===== config.mk =====
export PLATFORM = sky130hd
export DESIGN_NAME = reset_frame_varint_encoder
export DESIGN_NICKNAME = d
export VERILOG_FILES = /design/src/rtl/rfve_pkg.sv /design/src/rtl/rfve_lane.sv /design/src/rtl/rfve_merge.sv /design/src/rtl/reset_frame_varint_encoder.sv
export SDC_FILE = /design/constraint.sdc
export NUM_CORES = 1
export LEC_CHECK = 0
export ABC_AREA = 1
export BUFFER_PORTS_ARGS = -buffer_cell sky130_fd_sc_hd__buf_4
export CELL_PAD_IN_SITES_DETAIL_PLACEMENT = 1
export CELL_PAD_IN_SITES_GLOBAL_PLACEMENT = 2
export CORE_ASPECT_RATIO = 0.8
export CORE_UTILIZATION = 37
export DETAILED_ROUTE_END_ITERATION = 10
export PLACE_DENSITY_LB_ADDON = 0.15
export SYNTH_ARGS = -nofsm -noshare
export SYNTH_HDL_FRONTEND = slang
export SYNTH_SLANG_ARGS = --single-unit

===== constraint.sdc =====
create_clock -name clk -period 53.8 [get_ports clk]
set_input_delay 2.69 -clock clk [delete_from_list [all_inputs] [get_ports clk]]
set_output_delay 2.69 -clock clk [all_outputs]
set_load 0.01 [all_outputs]

===== src/rtl/rfve_pkg.sv =====
// Shared types, constants and helpers for the stream-reset frame varint encoder.
package rfve_pkg;

  // Frame type byte that opens every encoded frame
  localparam logic [7:0] FRAME_TYPE = 8'h24;

  // Upper bounds of the 1, 2, 4 and 8 byte varint ranges
  localparam logic [63:0] MAX_LEN1 = 64'd63;
  localparam logic [63:0] MAX_LEN2 = 64'd16383;
  localparam logic [63:0] MAX_LEN4 = 64'd1073741823;
  localparam logic [63:0] MAX_LEN8 = 64'd4611686018427387903;

  // Number of values in one frame
  localparam int NUM_VALUES = 4;

  // Register map: word index taken from paddr[2]
  localparam logic REG_OUT_CAPACITY = 1'b0;
  localparam logic [7:0] CAPACITY_RESET = 8'd64;

  // Varint length codes (the 2-bit prefix)
  localparam logic [1:0] CODE_LEN1 = 2'd0;
  localparam logic [1:0] CODE_LEN2 = 2'd1;
  localparam logic [1:0] CODE_LEN4 = 2'd2;
  localparam logic [1:0] CODE_LEN8 = 2'd3;

  // Result status codes
  typedef enum logic [1:0] {
    STAT_OK       = 2'd0,
    STAT_RELIABLE = 2'd1,
    STAT_NO_SPACE = 2'd2,
    STAT_OVERFLOW = 2'd3
  } stat_t;

  // Per-lane classification of one value
  typedef struct packed {
    logic       ovf;
    logic [1:0] code;
    logic [3:0] nbytes;
  } lane_t;

  // Merged frame verdict
  typedef struct packed {
    stat_t           status;
    logic [5:0]      total;
    logic [3:0][1:0] code;
  } merge_t;

  // Index of the most significant byte for a length code
  function automatic logic [2:0] msb_index(input logic [1:0] code);
    logic [2:0] idx;
    case (code)
      CODE_LEN1: idx = 3'd0;
      CODE_LEN2: idx = 3'd1;
      CODE_LEN4: idx = 3'd3;
      default:   idx = 3'd7;
    endcase
    return idx;
  endfunction

endpackage


===== src/rtl/rfve_lane.sv =====
// One lane: classifies a 64-bit value into its varint length.
module rfve_lane (
  input  logic [63:0]   value,
  output rfve_pkg::lane_t res
);
  import rfve_pkg::*;

  // Pick the shortest encoding that holds the value
  always_comb begin
    res = '0;
    if (value <= MAX_LEN1) begin
      res.code   = CODE_LEN1;
      res.nbytes = 4'd1;
    end else if (value <= MAX_LEN2) begin
      res.code   = CODE_LEN2;
      res.nbytes = 4'd2;
    end else if (value <= MAX_LEN4) begin
      res.code   = CODE_LEN4;
      res.nbytes = 4'd4;
    end else if (value <= MAX_LEN8) begin
      res.code   = CODE_LEN8;
      res.nbytes = 4'd8;
    end else begin
      res.ovf    = 1'b1;
      res.code   = CODE_LEN8;
      res.nbytes = 4'd0;
    end
  end

endmodule


===== src/rtl/rfve_merge.sv =====
// Merge stage: sums lane lengths and registers the frame verdict.
module rfve_merge (
  input  logic                 clk,
  input  rfve_pkg::lane_t      lanes [4],
  input  logic [63:0]          final_bytes,
  input  logic [63:0]          reliable_bytes,
  input  logic [7:0]           capacity,
  output rfve_pkg::merge_t     verdict_r
);
  import rfve_pkg::*;

  merge_t     verdict_nxt;
  logic [5:0] total;
  logic       any_ovf;

  // Add up the frame length; overflowed values count as zero bytes
  always_comb begin
    total = 6'd1 + {2'b00, lanes[0].nbytes} + {2'b00, lanes[1].nbytes}
                 + {2'b00, lanes[2].nbytes} + {2'b00, lanes[3].nbytes};
    any_ovf = lanes[0].ovf | lanes[1].ovf | lanes[2].ovf | lanes[3].ovf;
  end

  // Apply the error checks in priority order
  always_comb begin
    verdict_nxt.total = total;
    for (int i = 0; i < NUM_VALUES; i++) begin
      verdict_nxt.code[i] = lanes[i].code;
    end
    if (reliable_bytes > final_bytes) begin
      verdict_nxt.status = STAT_RELIABLE;
    end else if ({2'b00, total} > capacity) begin
      verdict_nxt.status = STAT_NO_SPACE;
    end else if (any_ovf) begin
      verdict_nxt.status = STAT_OVERFLOW;
    end else begin
      verdict_nxt.status = STAT_OK;
    end
  end

  // Hold the verdict for the byte sequencer
  always_ff @(posedge clk) begin
    verdict_r <= verdict_nxt;
  end

endmodule


===== src/rtl/reset_frame_varint_encoder.sv =====
// Top level: stream-reset frame encoder with APB register and byte stream output.
// The lanes classify and the merge stage registers the verdict in ST_CHECK;
// ST_EMIT then loads the words into the output register, and a new frame is
// taken only in idle. A frame is one word on an error and 5..33 bytes otherwise,
// emitted by the byte-wide output sequencer one word a cycle unless stalled.
// Reset (rst_n low, synchronous): sequencer idle, output empty, capacity 64.
module reset_frame_varint_encoder (
  input  logic         clk,
  input  logic         rst_n,
  // in_tdata: stream_ident[63:0], app_error[127:64], final_bytes[191:128],
  //           reliable_bytes[255:192]
  input  logic         in_tvalid,
  output logic         in_tready,
  input  logic [255:0] in_tdata,
  // out_tdata: out_byte[7:0], frame_length[13:8], zero[15:14]
  output logic         out_tvalid,
  input  logic         out_tready,
  output logic [15:0]  out_tdata,
  output logic         out_tlast,
  // out_tuser: status[1:0]
  output logic [1:0]   out_tuser,
  input  logic         cfg_psel,
  input  logic         cfg_penable,
  input  logic         cfg_pwrite,
  input  logic [2:0]   cfg_paddr,
  input  logic [31:0]  cfg_pwdata,
  output logic [31:0]  cfg_prdata,
  output logic         cfg_pready
);
  import rfve_pkg::*;

  typedef enum logic [1:0] {
    ST_IDLE,
    ST_CHECK,
    ST_EMIT
  } state_t;

  state_t          state_r;
  logic [7:0]      cap_r;
  logic [3:0][63:0] held_r;
  logic            hdr_r;
  logic [1:0]      vi_r;
  logic [2:0]      bi_r;
  logic            out_valid_r;
  logic [7:0]      out_byte_r;
  logic [5:0]      out_len_r;
  logic            out_last_r;
  stat_t           out_stat_r;

  lane_t           lanes [4];
  merge_t          verdict_r;
  logic            emit_ok;
  logic            load_word;
  logic            cfg_wr;
  logic [1:0]      cur_code;
  logic [2:0]      cur_msb;
  logic [2:0]      byte_idx;
  logic [7:0]      cur_byte;
  logic            val_done;

  // Classify the four held values side by side
  for (genvar g = 0; g < NUM_VALUES; g++) begin : g_lane
    rfve_lane u_lane (
      .value (held_r[g]),
      .res   (lanes[g])
    );
  end

  rfve_merge u_merge (
    .clk            (clk),
    .lanes          (lanes),
    .final_bytes    (held_r[2]),
    .reliable_bytes (held_r[3]),
    .capacity       (cap_r),
    .verdict_r      (verdict_r)
  );

  // Select the current byte, big-endian, with the length prefix on the first
  always_comb begin
    cur_code = verdict_r.code[vi_r];
    cur_msb  = msb_index(cur_code);
    byte_idx = cur_msb - bi_r;
    cur_byte = held_r[vi_r][{byte_idx, 3'b000} +: 8];
    if (bi_r == 3'd0) begin
      cur_byte = cur_byte | {cur_code, 6'b000000};
    end
    val_done = (bi_r == cur_msb);
  end

  assign emit_ok    = !out_valid_r || out_tready;
  assign load_word  = (state_r == ST_EMIT) && emit_ok;
  assign in_tready  = (state_r == ST_IDLE);
  assign cfg_wr     = cfg_psel && cfg_penable && cfg_pwrite && cfg_pready;
  assign cfg_pready = 1'b1;
  assign cfg_prdata = (cfg_paddr[2] == REG_OUT_CAPACITY) ? {24'd0, cap_r} : 32'd0;

  assign out_tvalid = out_valid_r;
  assign out_tdata  = {2'b00, out_len_r, out_byte_r};
  assign out_tlast  = out_last_r;
  assign out_tuser  = out_stat_r;

  // Sequencer, configuration and output register
  always_ff @(posedge clk) begin
    if (!rst_n) begin
      state_r     <= ST_IDLE;
      out_valid_r <= 1'b0;
      cap_r       <= CAPACITY_RESET;
      hdr_r       <= 1'b0;
      vi_r        <= 2'd0;
      bi_r        <= 3'd0;
    end else begin
      // drop a word once taken, unless the next one is loaded in its place
      if (out_valid_r && out_tready && !load_word) begin
        out_valid_r <= 1'b0;
      end
      if (cfg_wr && (cfg_paddr[2] == REG_OUT_CAPACITY)) begin
        cap_r <= cfg_pwdata[7:0];
      end
      case (state_r)
        ST_IDLE: begin
          if (in_tvalid) begin
            held_r  <= in_tdata;
            hdr_r   <= 1'b1;
            vi_r    <= 2'd0;
            bi_r    <= 3'd0;
            state_r <= ST_CHECK;
          end
        end
        ST_CHECK: begin
          state_r <= ST_EMIT;
        end
        ST_EMIT: begin
          if (emit_ok) begin
            out_valid_r <= 1'b1;
            out_stat_r  <= verdict_r.status;
            if (verdict_r.status != STAT_OK) begin
              // single error word, no bytes
              out_byte_r <= 8'd0;
              out_len_r  <= 6'd0;
              out_last_r <= 1'b1;
              state_r    <= ST_IDLE;
            end else if (hdr_r) begin
              out_byte_r <= FRAME_TYPE;
              out_len_r  <= verdict_r.total;
              out_last_r <= 1'b0;
              hdr_r      <= 1'b0;
            end else begin
              out_byte_r <= cur_byte;
              out_len_r  <= verdict_r.total;
              out_last_r <= val_done && (vi_r == 2'd3);
              if (val_done) begin
                bi_r <= 3'd0;
                vi_r <= vi_r + 2'd1;
                if (vi_r == 2'd3) begin
                  state_r <= ST_IDLE;
                end
              end else begin
                bi_r <= bi_r + 3'd1;
              end
            end
          end
        end
        default: begin
          state_r <= ST_IDLE;
        end
      endcase
    end
  end

endmodule


==> impl_metrics.py, run 1 <==
metrics = {
    "status": {
        "status": "complete, no violations",
    },
    "routing": {
        "avgViaCountPerCell": 5.09,
        "post_drt_wl_per_cell_um": 21.1,
        "via_count": 12000,
        "ant_nets": 0,
        "drt-initial-drc-count": 887,
        "finalWirelength_mm": 49.9,
        "first_pass_iters": 5,
        "drc_errors": 0,
    },
    "setup_path": {
        "r2r_cells": 16,
        "crit_end": "cfg_prdata[4]",
        "arrival_ns": 3.10,
        "r2r_end": "out_byte_r[2]",
        "critPathLaunchType": "primary input",
        "cpMaxStageDelayCell": "buf_4",
        "critical_path_required_ns": 51.11,
        "critPathKind": "in -> out",
        "crit_fanout": 9,
        "rrSetupSlack_ns": 48.61,
        "critPathMostFrequentCell": "buf_4",
        "max_stage_delay_ns": 0.14,
        "timing.rr.start": "vi_r[0]",
        "timing.critical_path.to_type": "primary output",
        "worstPathCellList": "buf_4, nor2_1, buf_4",
        "crit_start": "cfg_paddr[2]",
    },
    "synth": {
        "ys_warn_count": 0,
        "synthCells": 1497,
        "synth-seq-cells": 306,
        "synth_ff_type": "edfxtp_1",
        "syn_area_um2": 15300,
        "synth_edf_count": 273,
        "syn_avg_cell_area_um2": 10.2,
        "ys_seq_area_share_pct": 57.8,
        "async_reset_ff_share_pct": 0,
        "synth_cell_types": 44,
    },
    "sta": {
        "final.setup.tns_ns": 0,
        "setup_viol": 0,
        "post-route-min-period_ns": 5.79,
        "period_share_pct": 10.8,
        "drv_slew": 0,
        "rsz0062_at_grt": "no",
        "tightest_slew_ns": 1.07,
        "slew_headroom_pct": 28.4,
        "hold_slack_ns": 0.438,
        "clock_skew_ns": 0.0323,
        "fmaxAchievable_mhz": 173,
        "hold_viol": 0,
    },
    "hold_path": {
        "min_path_type": "reg -> reg",
    },
    "pwr": {
        "irDropWorstVdd_mv": 0.0240,
        "switching_share_pct": 27.3,
        "pwr-share-seq_pct": 47.0,
        "finalPower_mw": 0.629,
        "p_per_area_nw_per_um2": 33.0,
        "internal-power_mw": 0.457,
        "clkPwrFrac_pct": 37.9,
        "p_comb_share_pct": 15.1,
        "p_sw_mw": 0.172,
        "p_leak_nw": 7.92,
    },
    "floorplanning": {
        "dieArea_um2": 42200,
        "die_h_um": 184,
        "core_area_um2": 40700,
        "ios": 352,
        "start_util_pct": 37.6,
        "die_w_um": 229,
        "rows": 66,
    },
    "clock_network": {
        "clk_pin_slew_ns": 0.05,
        "clock_path_buffers": 3,
        "insertion_delay_ns": 0.55,
        "cts_tree": "done",
        "clock_sinks": 306,
        "cts_setup_buffers": 0,
        "cts_root_buf": "clkbuf_16",
        "post_cts_resized": 0,
        "cts_buffers": 35,
        "ctsHoldBuffers": 0,
        "cts_max_level": 2,
    },
    "placed_design": {
        "dp_hpwl_mm": 38.1,
        "routabilityCongestion": 0.862,
        "io_buffers": 298,
    },
    "layout": {
        "final_util_pct": 46.8,
        "area_delta_synth_final_pct": 24.3,
        "layout_common_cells": "buf_4, edfxtp_1, nor2_1",
        "fin_nets": 2174,
        "drive_above_1_share_pct": 21.6,
        "mostFrequentLayoutCell": "buf_4",
    },
    "global_routing": {
        "grt_pass1_wl_mm": 74.1,
        "antenna_found_initial": 3,
        "grt_overflow": 0,
        "first_global_vias": 12200,
        "grt_util_all_layers_pct": 23.7,
        "grt_max_degree": 112,
    },
    "run": {
        "cap_violations": 0,
    },
}
## worst min path at each step
stage / startpoint / end / slack [ns] / cells past startpoint
finish: u_merge.verdict_r[14] / out_tuser[0] / 0.44 / 0
global route: u_merge.verdict_r[14] / out_tuser[0] / 0.46 / 0
CTS: u_merge.verdict_r[14] / out_tuser[0] / 0.45 / 0
detailed placement: u_merge.verdict_r[15] / out_tuser[1] / 0.43 / 0
global placement: u_merge.verdict_r[14] / out_tuser[0] / 0.43 / 0
floorplan: u_merge.verdict_r[15] / out_tuser[1] / 0.41 / 0
## cells in the mapped netlist (4+ instances only)
cell | count | area, um2
a21oi_2 | 7 | 61.3
o21ai_1 | 36 | 180
a21oi_1 | 111 | 556
nand4_1 | 28 | 175
dfxtp_1 | 33 | 661
inv_1 | 158 | 593
clkbuf_1 | 22 | 82.6
xor2_1 | 4 | 35.0
inv_2 | 4 | 15.0
nor2_1 | 215 | 807
o211ai_1 | 44 | 330
nand3_1 | 75 | 375
nand2_1 | 163 | 612
o21ai_0 | 116 | 581
buf_4 | 28 | 210
nor4_1 | 13 | 81.3
buf_2 | 21 | 105
fa_1 | 8 | 160
o21a_1 | 4 | 30.0
buf_6 | 7 | 78.8
nor3_1 | 11 | 55.1
edfxtp_1 | 273 | 8200
ha_1 | 82 | 1030
## metal layers
| layer | wire (um) | track usage, % | vias up |
|---|---|---|---|
| li1 | - | - | 5759 |
| met5 | 31 | 0 | - |
| met1 | 24100 | 35.2 | 5785 |
| met4 | 1290 | 7.20 | 4 |
| met2 | 21300 | 34.6 | 374 |
| met3 | 3150 | 4.40 | 79 |
## kinds of logic (layout without fill, tap and decap cells)
| logic type | after synthesis | count (layout) | share of synthesized area (%) |
|---|---|---|---|
| simple gates | 521 | 521 | 14.7 |
| compound gates | 326 | 326 | 11.9 |
| buf+inv | 247 | 537 | 7.44 |
| fa+ha+maj | 90 | 90 | 7.75 |
| other cells | 2 | 30 | 0.0490 |
| xor+xnor | 5 | 5 | 0.286 |
| flops | 306 | 306 | 57.8 |
## critical path: cells and delay by family
kind,cells,cell delay (ns)
buffers and inverters,2,0.27
AND/OR/NAND/NOR,1,0.13
## flip-flops by register name, indices dropped and copies added, names as in the netlist
register and cells:
out_tuser 2, hdr_r 1, bi_r 3, out_len_r 6, u_merge.verdict_r 16, out_byte_r 8
vi_r 2, state_r 2, out_tlast 1, cap_r 8, held_r 256, out_tvalid 1
## layout make-up
class	instances	area [um2]
Clock buffer	48	976
Timing Repair Buffer	309	2320
Tap cell	544	681
Inverter	164	621
Antenna cell	2	5.00
Sequential cell	306	8860
Multi-Input combinational cell	970	5420
Fill cell	4536	21700
Clock inverter	16	153
## power groups by stage
| stage | clock network [mW] | registers (mW) | logic [mW] |
|---|---|---|---|
| after floorplan | 0 | 0.310 | 0.0553 |
| after global placement | 0 | 0.300 | 0.0923 |
| after detailed placement | 0 | 0.301 | 0.0949 |
| after CTS | 0.243 | 0.296 | 0.0956 |
| after global routing | 0.252 | 0.298 | 0.106 |
| final | 0.238 | 0.296 | 0.0947 |
## stage by stage
step           worst slack (ns)  instances  cell area (um2)
2_1_floorplan             32.26       1523            15400
3_3_place_gp              48.00       2293            17900
3_5_place_dp              47.99       2293            17900
4_1_cts                   47.99       2357            19000
5_1_grt                   47.98       2358            19000
6_report                  48.01       2359            19000
Note: power is estimated with default switching activity, not from simulation.
==> inputs of run 2 (changes only) <==
Settings changed: ABC_AREA 1 to 0.
Clock period 53.8 ns to 5.5 ns, I/O delays scaled along.
==> run 2 against run 1 <==
Count of clock-buffer cells in the layout is 4 lower. Die area is 4.8% lower. Global-route usage is 1.7 points higher. Routed wire length is 2.1% higher. Largest cell class unchanged. Utilization is 8.4 points higher. Hold slack worse by 0.42 ns. Area after synthesis is 4.9% lower. First-iteration DRC count is 5.2% higher. Sequential share of layout area is 4.8 points lower. Worst setup slack worse by 48 ns.
==> impl_metrics.py, run 2 <==
metrics = {
    "pwr": {
        "finalPower_mw": 5.80,
        "switching_share_pct": 23.8,
        "p_leak_nw": 8.19,
        "internal-power_mw": 4.42,
        "clkPwrFrac_pct": 40.6,
        "pwr-share-seq_pct": 47.1,
        "p_sw_mw": 1.38,
        "p_comb_share_pct": 12.3,
        "irDropWorstVdd_mv": 0.161,
        "p_per_area_nw_per_um2": 273,
    },
    "layout": {
        "area_delta_synth_final_pct": 45.7,
        "largest_reg_flops": 256,
        "layout_common_cells": "buf_4, edfxtp_1, dlygate4sd3_1",
        "fin_nets": 1955,
        "multi_input_area_um2": 5250,
        "fin_cells": 2125,
        "drive_above_1_share_pct": 28.9,
        "postLayoutCellArea_um2": 21200,
        "mostFrequentLayoutCell": "buf_4",
        "regArea_um2": 8860,
        "regMostFlops": "held_r",
        "fillers": 3777,
        "reg_top3": "held_r: 256 flops, u_merge.verdict_r: 16 flops",
    },
    "setup_path": {
        "arrival_ns": 5.70,
        "critPathKind": "reg -> reg",
        "crit_buf_inv": 2,
        "crit_fanout": 3,
        "critPathTopFamily": "simple AND/OR/NAND/NOR gates",
        "critical_path_required_ns": 5.91,
        "cpMaxStageDelayCell": "fa_1",
        "worstPathCellList": "nor4_1, nand4_1, nor2_2, nand3_1, and3_1, fa_1, inv_1, fa_1, inv_1, ha_1, a21o_1, a21oi_2, xnor2_2, ha_1, nand3_1, o21ai_0, or3_1, nand3_1, nand2_1, o31a_1",
        "timing.critical_path.to_type": "flop",
        "critPathMostFrequentCell": "nand3_1",
        "rrSetupSlack_ns": 0.20,
        "max_stage_delay_ns": 0.55,
        "critPathLaunchType": "flop",
    },
    "synth": {
        "synth-seq-cells": 306,
        "synth_cell_types": 55,
        "syn_area_um2": 14600,
        "post-synth-top-count-cell": "edfxtp_1",
        "yosys.area.top_type": "edfxtp_1",
        "synth_ff_type": "edfxtp_1",
        "synth.area.top_cells": "edfxtp_1, mux4_2, ha_1",
        "async_reset_ff_share_pct": 0,
        "ys_warn_count": 0,
        "synth_edf_count": 273,
        "syn_avg_cell_area_um2": 14.8,
        "yosysTopAreaCellShare_pct": 56.3,
        "ys_top_cells_by_count": "edfxtp_1, inv_1, ha_1, mux4_2, nor4_1",
        "ys_seq_area_share_pct": 60.8,
        "synthCells": 983,
    },
    "status": {
        "status": "complete, no violations",
    },
    "clock_network": {
        "cts_buffers": 34,
        "clock_sinks": 306,
        "insertion_delay_ns": 0.54,
        "clk_pin_slew_ns": 0.07,
        "cts_max_level": 2,
        "clock_path_buffers": 3,
        "cts_tree": "done",
        "cts_root_buf": "clkbuf_16",
    },
    "routing": {
        "drt-initial-drc-count": 933,
        "post_drt_wl_per_cell_um": 24.0,
        "ant_nets": 0,
        "first_pass_iters": 5,
        "via_count": 10900,
        "finalWirelength_mm": 50.9,
        "avgViaCountPerCell": 5.12,
        "drc_errors": 0,
    },
    "sta": {
        "fin_ws_ns": 0.203,
        "clock_skew_ns": 0.0238,
        "drv_slew": 0,
        "period_share_pct": 96.3,
        "setup_viol": 0,
        "fmaxAchievable_mhz": 189,
        "hold_viol": 0,
        "post-route-min-period_ns": 5.30,
        "final.setup.tns_ns": 0,
        "slew_headroom_pct": 33.7,
        "tightest_slew_ns": 0.986,
    },
    "placed_design": {
        "dp_hpwl_mm": 35.5,
        "io_buffers": 298,
        "routabilityCongestion": 0.866,
        "place_ws_ns": -0.0197,
        "placedCellCount": 1798,
        "place_area_um2": 17400,
    },
    "floorplanning": {
        "start_util_pct": 37.8,
        "core_area_um2": 38500,
        "die_w_um": 224,
        "rows": 64,
        "dieArea_um2": 40200,
        "die_h_um": 179,
        "ios": 352,
    },
    "hold_path": {
        "min_path_type": "in -> reg",
    },
    "global_routing": {
        "grt_util_all_layers_pct": 25.4,
        "grt_max_degree": 128,
        "grt_pass1_wl_mm": 74.5,
        "antenna_found_initial": 5,
        "grt_overflow": 0,
        "first_global_vias": 11800,
    },
    "run": {
        "cap_violations": 0,
    },
}
## run 2: changes by cell type after synthesis, moves of 67 or more
cell / delta
o21ai_0: -104
a21oi_1: -80
nand2_1: -108
nor2_1: -173
inv_1: -67
mux4_2: +76
## run 2: worst paths after layout
kind                            cells after the start               endpoint          start
worst max-delay path                               20  u_merge.verdict_r[14]    held_r[164]
worst min-delay path                                3               cap_r[4]  cfg_pwdata[4]
worst max register to register                     20  u_merge.verdict_r[14]    held_r[164]
worst min register to register                      2               cap_r[2]       cap_r[2]
## run 2: area by class of cell
class / count / area share, %
sequential: 306 / 41.8
multi-input combinational: 561 / 24.7
timing repair buffer: 573 / 23.5
clock buffer: 44 / 4.29
tap: 528 / 3.11
inverter: 91 / 1.61
clock inverter: 18 / 1.00
antenna: 4 / 0.0472
## run 2: kinds of logic after synthesis
group | Yosys count | synth area share, %
xor gates and xnor gates | 8 | 0.739
and+or+nand+nor | 258 | 9.25
adders and majority gates | 90 | 8.14
buffers and inverters | 142 | 4.49
muxes | 85 | 12.4
AOI/OAI and AO/OA | 92 | 4.14
DFF | 306 | 60.8
other | 2 | 0.0515
## run 2: what timing repair did
action / 4_1_cts / 5_1_grt
setup endpoints to repair: 1 / 2
setup buffers: 0 / 1
hold buffers: 260 / 0
hold endpoints to repair: 260 / 0
gates resized for setup: 1 / 12
pin swaps: 0 / 3
## run 2: metrics by stage
| stage | hold slack (ns) | util [%] |
|---|---|---|
| after floorplan | 0.374 | - |
| after global placement | 0.453 | 45.2 |
| after detailed placement | 0.454 | 45.2 |
| after CTS | 0.00177 | 54.9 |
| after global routing | 0.00176 | 55.1 |
| final | 0.0205 | 55.1 |
## run 2: tightest hold or removal path, stage by stage
cell and delay [ns]:
buf_4 0.11, nand2_1 0.04, a21boi_0 0.07
## run 2: layer usage
metal / track usage, % / share of wire, % / vias up
li1: - / - / 4961
met4: 8.25 / 3.0 / 2
met2: 42.8 / 49 / 377
met1: 33.6 / 42 / 5458
met3: 3.96 / 5.5 / 85
met5: 0 / 0.026 / -
## run 2: power by group through the flow
| stage | logic [mW] | clock network (mW) | registers, mW |
|---|---|---|---|
| floorplan | 0.282 | 0 | 2.75 |
| global placement | 0.538 | 0 | 2.77 |
| detailed placement | 0.545 | 0 | 2.77 |
| CTS | 0.700 | 2.36 | 2.72 |
| global route | 0.761 | 2.47 | 2.74 |
| finish | 0.711 | 2.36 | 2.73 |
==> inputs of run 3 (changes only) <==
Settings changed: BUFFER_PORTS_ARGS -buffer_cell sky130_fd_sc_hd__buf_4 to -buffer_cell sky130_fd_sc_hd__buf_2.
Clock period 5.5 ns to 4.92 ns, I/O delays scaled along.
==> run 3 against run 2 <==
The run now ends with setup timing left. Routed wire length rose by 4.1%. Power rose by 13%. Register-to-register slack got worse by 0.47 ns. Global-route usage rose by 0.95 points. Clock power rose by 14%. Critical path depth did not move. Final area rose by 1.5%. Worst setup slack got worse by 0.47 ns. Sequential power rose by 11%. Non-clock buffer count rose by 114. Count of clock-buffer cells in the layout fell by 1. Sequential cell count did not move. Highest routed layer is now met4.
==> impl_metrics.py, run 3 (synthesis gave the netlist of run 2 again) <==
metrics = {
    "layout": {
        "postLayoutCellArea_um2": 21500,
        "mostFrequentLayoutCell": "buf_2",
        "multi_input_area_um2": 5350,
        "fillers": 3852,
        "fin_cells": 2243,
        "fin_nets": 2069,
        "regArea_um2": 8860,
        "final_util_pct": 55.9,
        "regMostFlops": "held_r",
        "reg_top3": "held_r: 256 flops, u_merge.verdict_r: 16 flops",
        "area_delta_synth_final_pct": 47.9,
        "largest_reg_flops": 256,
        "drive_above_1_share_pct": 34.3,
        "layout_common_cells": "buf_2, edfxtp_1, dlygate4sd3_1",
    },
    "status": {
        "status": "finished, violations left",
        "violations": "setup timing",
    },
    "routing": {
        "via_count": 11400,
        "drt-initial-drc-count": 781,
        "finalWirelength_mm": 53.0,
        "post_drt_wl_per_cell_um": 23.6,
        "drc_errors": 0,
        "ant_nets": 0,
        "first_pass_iters": 5,
        "avgViaCountPerCell": 5.08,
    },
    "setup_path": {
        "timing.critical_path.to_type": "flop",
        "critPathLaunchType": "flop",
        "crit_fanout": 3,
        "rrSetupSlack_ns": -0.27,
        "r2r_cells": 20,
        "arrival_ns": 5.60,
        "critical_path_required_ns": 5.33,
        "timing.rr.start": "held_r[171]",
        "critPathKind": "reg -> reg",
        "r2r_end": "u_merge.verdict_r[14]",
    },
    "floorplanning": {
        "rows": 64,
        "core_area_um2": 38500,
        "dieArea_um2": 40200,
        "start_util_pct": 37.8,
        "die_w_um": 224,
        "die_h_um": 179,
        "ios": 352,
    },
    "clock_network": {
        "cts_buffers": 34,
        "clock_path_buffers": 3,
        "clock_sinks": 306,
        "cts_tree": "done",
        "insertion_delay_ns": 0.55,
        "cts_max_level": 2,
        "cts_root_buf": "clkbuf_16",
        "clk_pin_slew_ns": 0.06,
    },
    "sta": {
        "slew_headroom_pct": 32.9,
        "fmaxAchievable_mhz": 193,
        "hold_slack_ns": 0.0579,
        "drv_slew": 0,
        "tightest_slew_ns": 0.997,
        "final.setup.tns_ns": -0.584,
        "post-route-min-period_ns": 5.19,
        "period_share_pct": 105,
        "fin_ws_ns": -0.269,
        "setup_viol": 3,
        "clock_skew_ns": 0.0270,
        "hold_viol": 0,
        "rsz0062_at_grt": "yes",
    },
    "hold_path": {
        "min_to": "cap_r[6]",
        "min_path_type": "in -> reg",
        "min-delay-start": "rst_n",
        "holdPathStages": 2,
    },
    "global_routing": {
        "grt_overflow": 0,
        "antenna_found_initial": 6,
        "grt_util_all_layers_pct": 26.3,
        "first_global_vias": 12500,
        "grt_max_degree": 81,
        "grt_pass1_wl_mm": 78.0,
    },
    "run": {
        "cap_violations": 0,
    },
    "pwr": {
        "p_leak_nw": 8.52,
        "finalPower_mw": 6.56,
        "irDropWorstVdd_mv": 0.252,
        "p_per_area_nw_per_um2": 304,
    },
    "placed_design": {
        "dp_hpwl_mm": 36.3,
        "routabilityCongestion": 0.882,
        "place_area_um2": 17300,
        "placedCellCount": 1886,
        "place_ws_ns": -0.432,
        "io_buffers": 298,
    },
}
run 3: changes by cell type in the layout (fill, tap and decap cells not counted), moves of 3 or more:
cell	previous run	this run
buf_2	0	298
buf_4	311	111
buf_6	0	9
diode_2	4	9
dlygate4sd3_1	260	265
ha_1	81	78
nand3_1	31	26
nand3_2	0	4
nor4_2	8	5
run 3: report_power, final:
group	internal (mW)	switching, mW	total [mW]	leakage, nW
Sequential	2.96	0.0841	3.04	2.78
Combinational	0.446	0.367	0.813	5.19
Clock	1.59	1.11	2.70	0.557
Total	5.00	1.56	6.56	8.52
run 3: cell type report:
class	instances	share of cell area, %
Clock buffer	43	4.25
Multi-Input combinational cell	561	24.8
Antenna cell	9	0.105
Sequential cell	306	41.1
Inverter	91	1.59
Clock inverter	18	1.10
Tap cell	528	3.07
Timing Repair Buffer	687	23.9
run 3: metal layers:
layer  vias up  GRT usage, %  share of wire, %
li1       5185             -                 -
met3        92          4.48               4.7
met1      5743          34.4                43
met2       380          44.4                49
met5         -             0                 0
met4         0          9.15               3.2
run 3: repair_timing:
item,CTS,global route
hold buffers,265,0
resized for setup,35,9
endpoints found under the hold margin,265,0
endpoints found under the setup margin,2,3
buffers inserted,16,6
pin swaps,17,11
run 3: worst max-delay path by stage:
stage	depth (start not counted)	from	slack (ns)	to
after CTS	20	held_r[171]	-0.12	u_merge.verdict_r[14]
final	20	held_r[171]	-0.27	u_merge.verdict_r[14]
after global routing	22	held_r[15]	-0.42	u_merge.verdict_r[14]
after detailed placement	20	held_r[190]	-0.43	u_merge.verdict_r[14]
after global placement	19	held_r[122]	-0.31	u_merge.verdict_r[14]
after floorplan	19	held_r[127]	0.21	u_merge.verdict_r[14]
run 3: critical path: stages, from the launching register on:
cell      delay (ns)
edfxtp_1        0.47
nor4_4          0.34
buf_4           0.16
nand4_1         0.22
nor2_1          0.18
buf_4           0.15
nand3_2         0.09
nor2b_2         0.15
fa_1            0.44
fa_1            0.48
ha_2            0.21
fa_2            0.37
buf_6           0.13
xor2_2          0.15
ha_1            0.32
nand3_2         0.11
o221a_4         0.28
or3_4           0.40
nand3_4         0.09
nand2_1         0.05
o31a_1          0.27
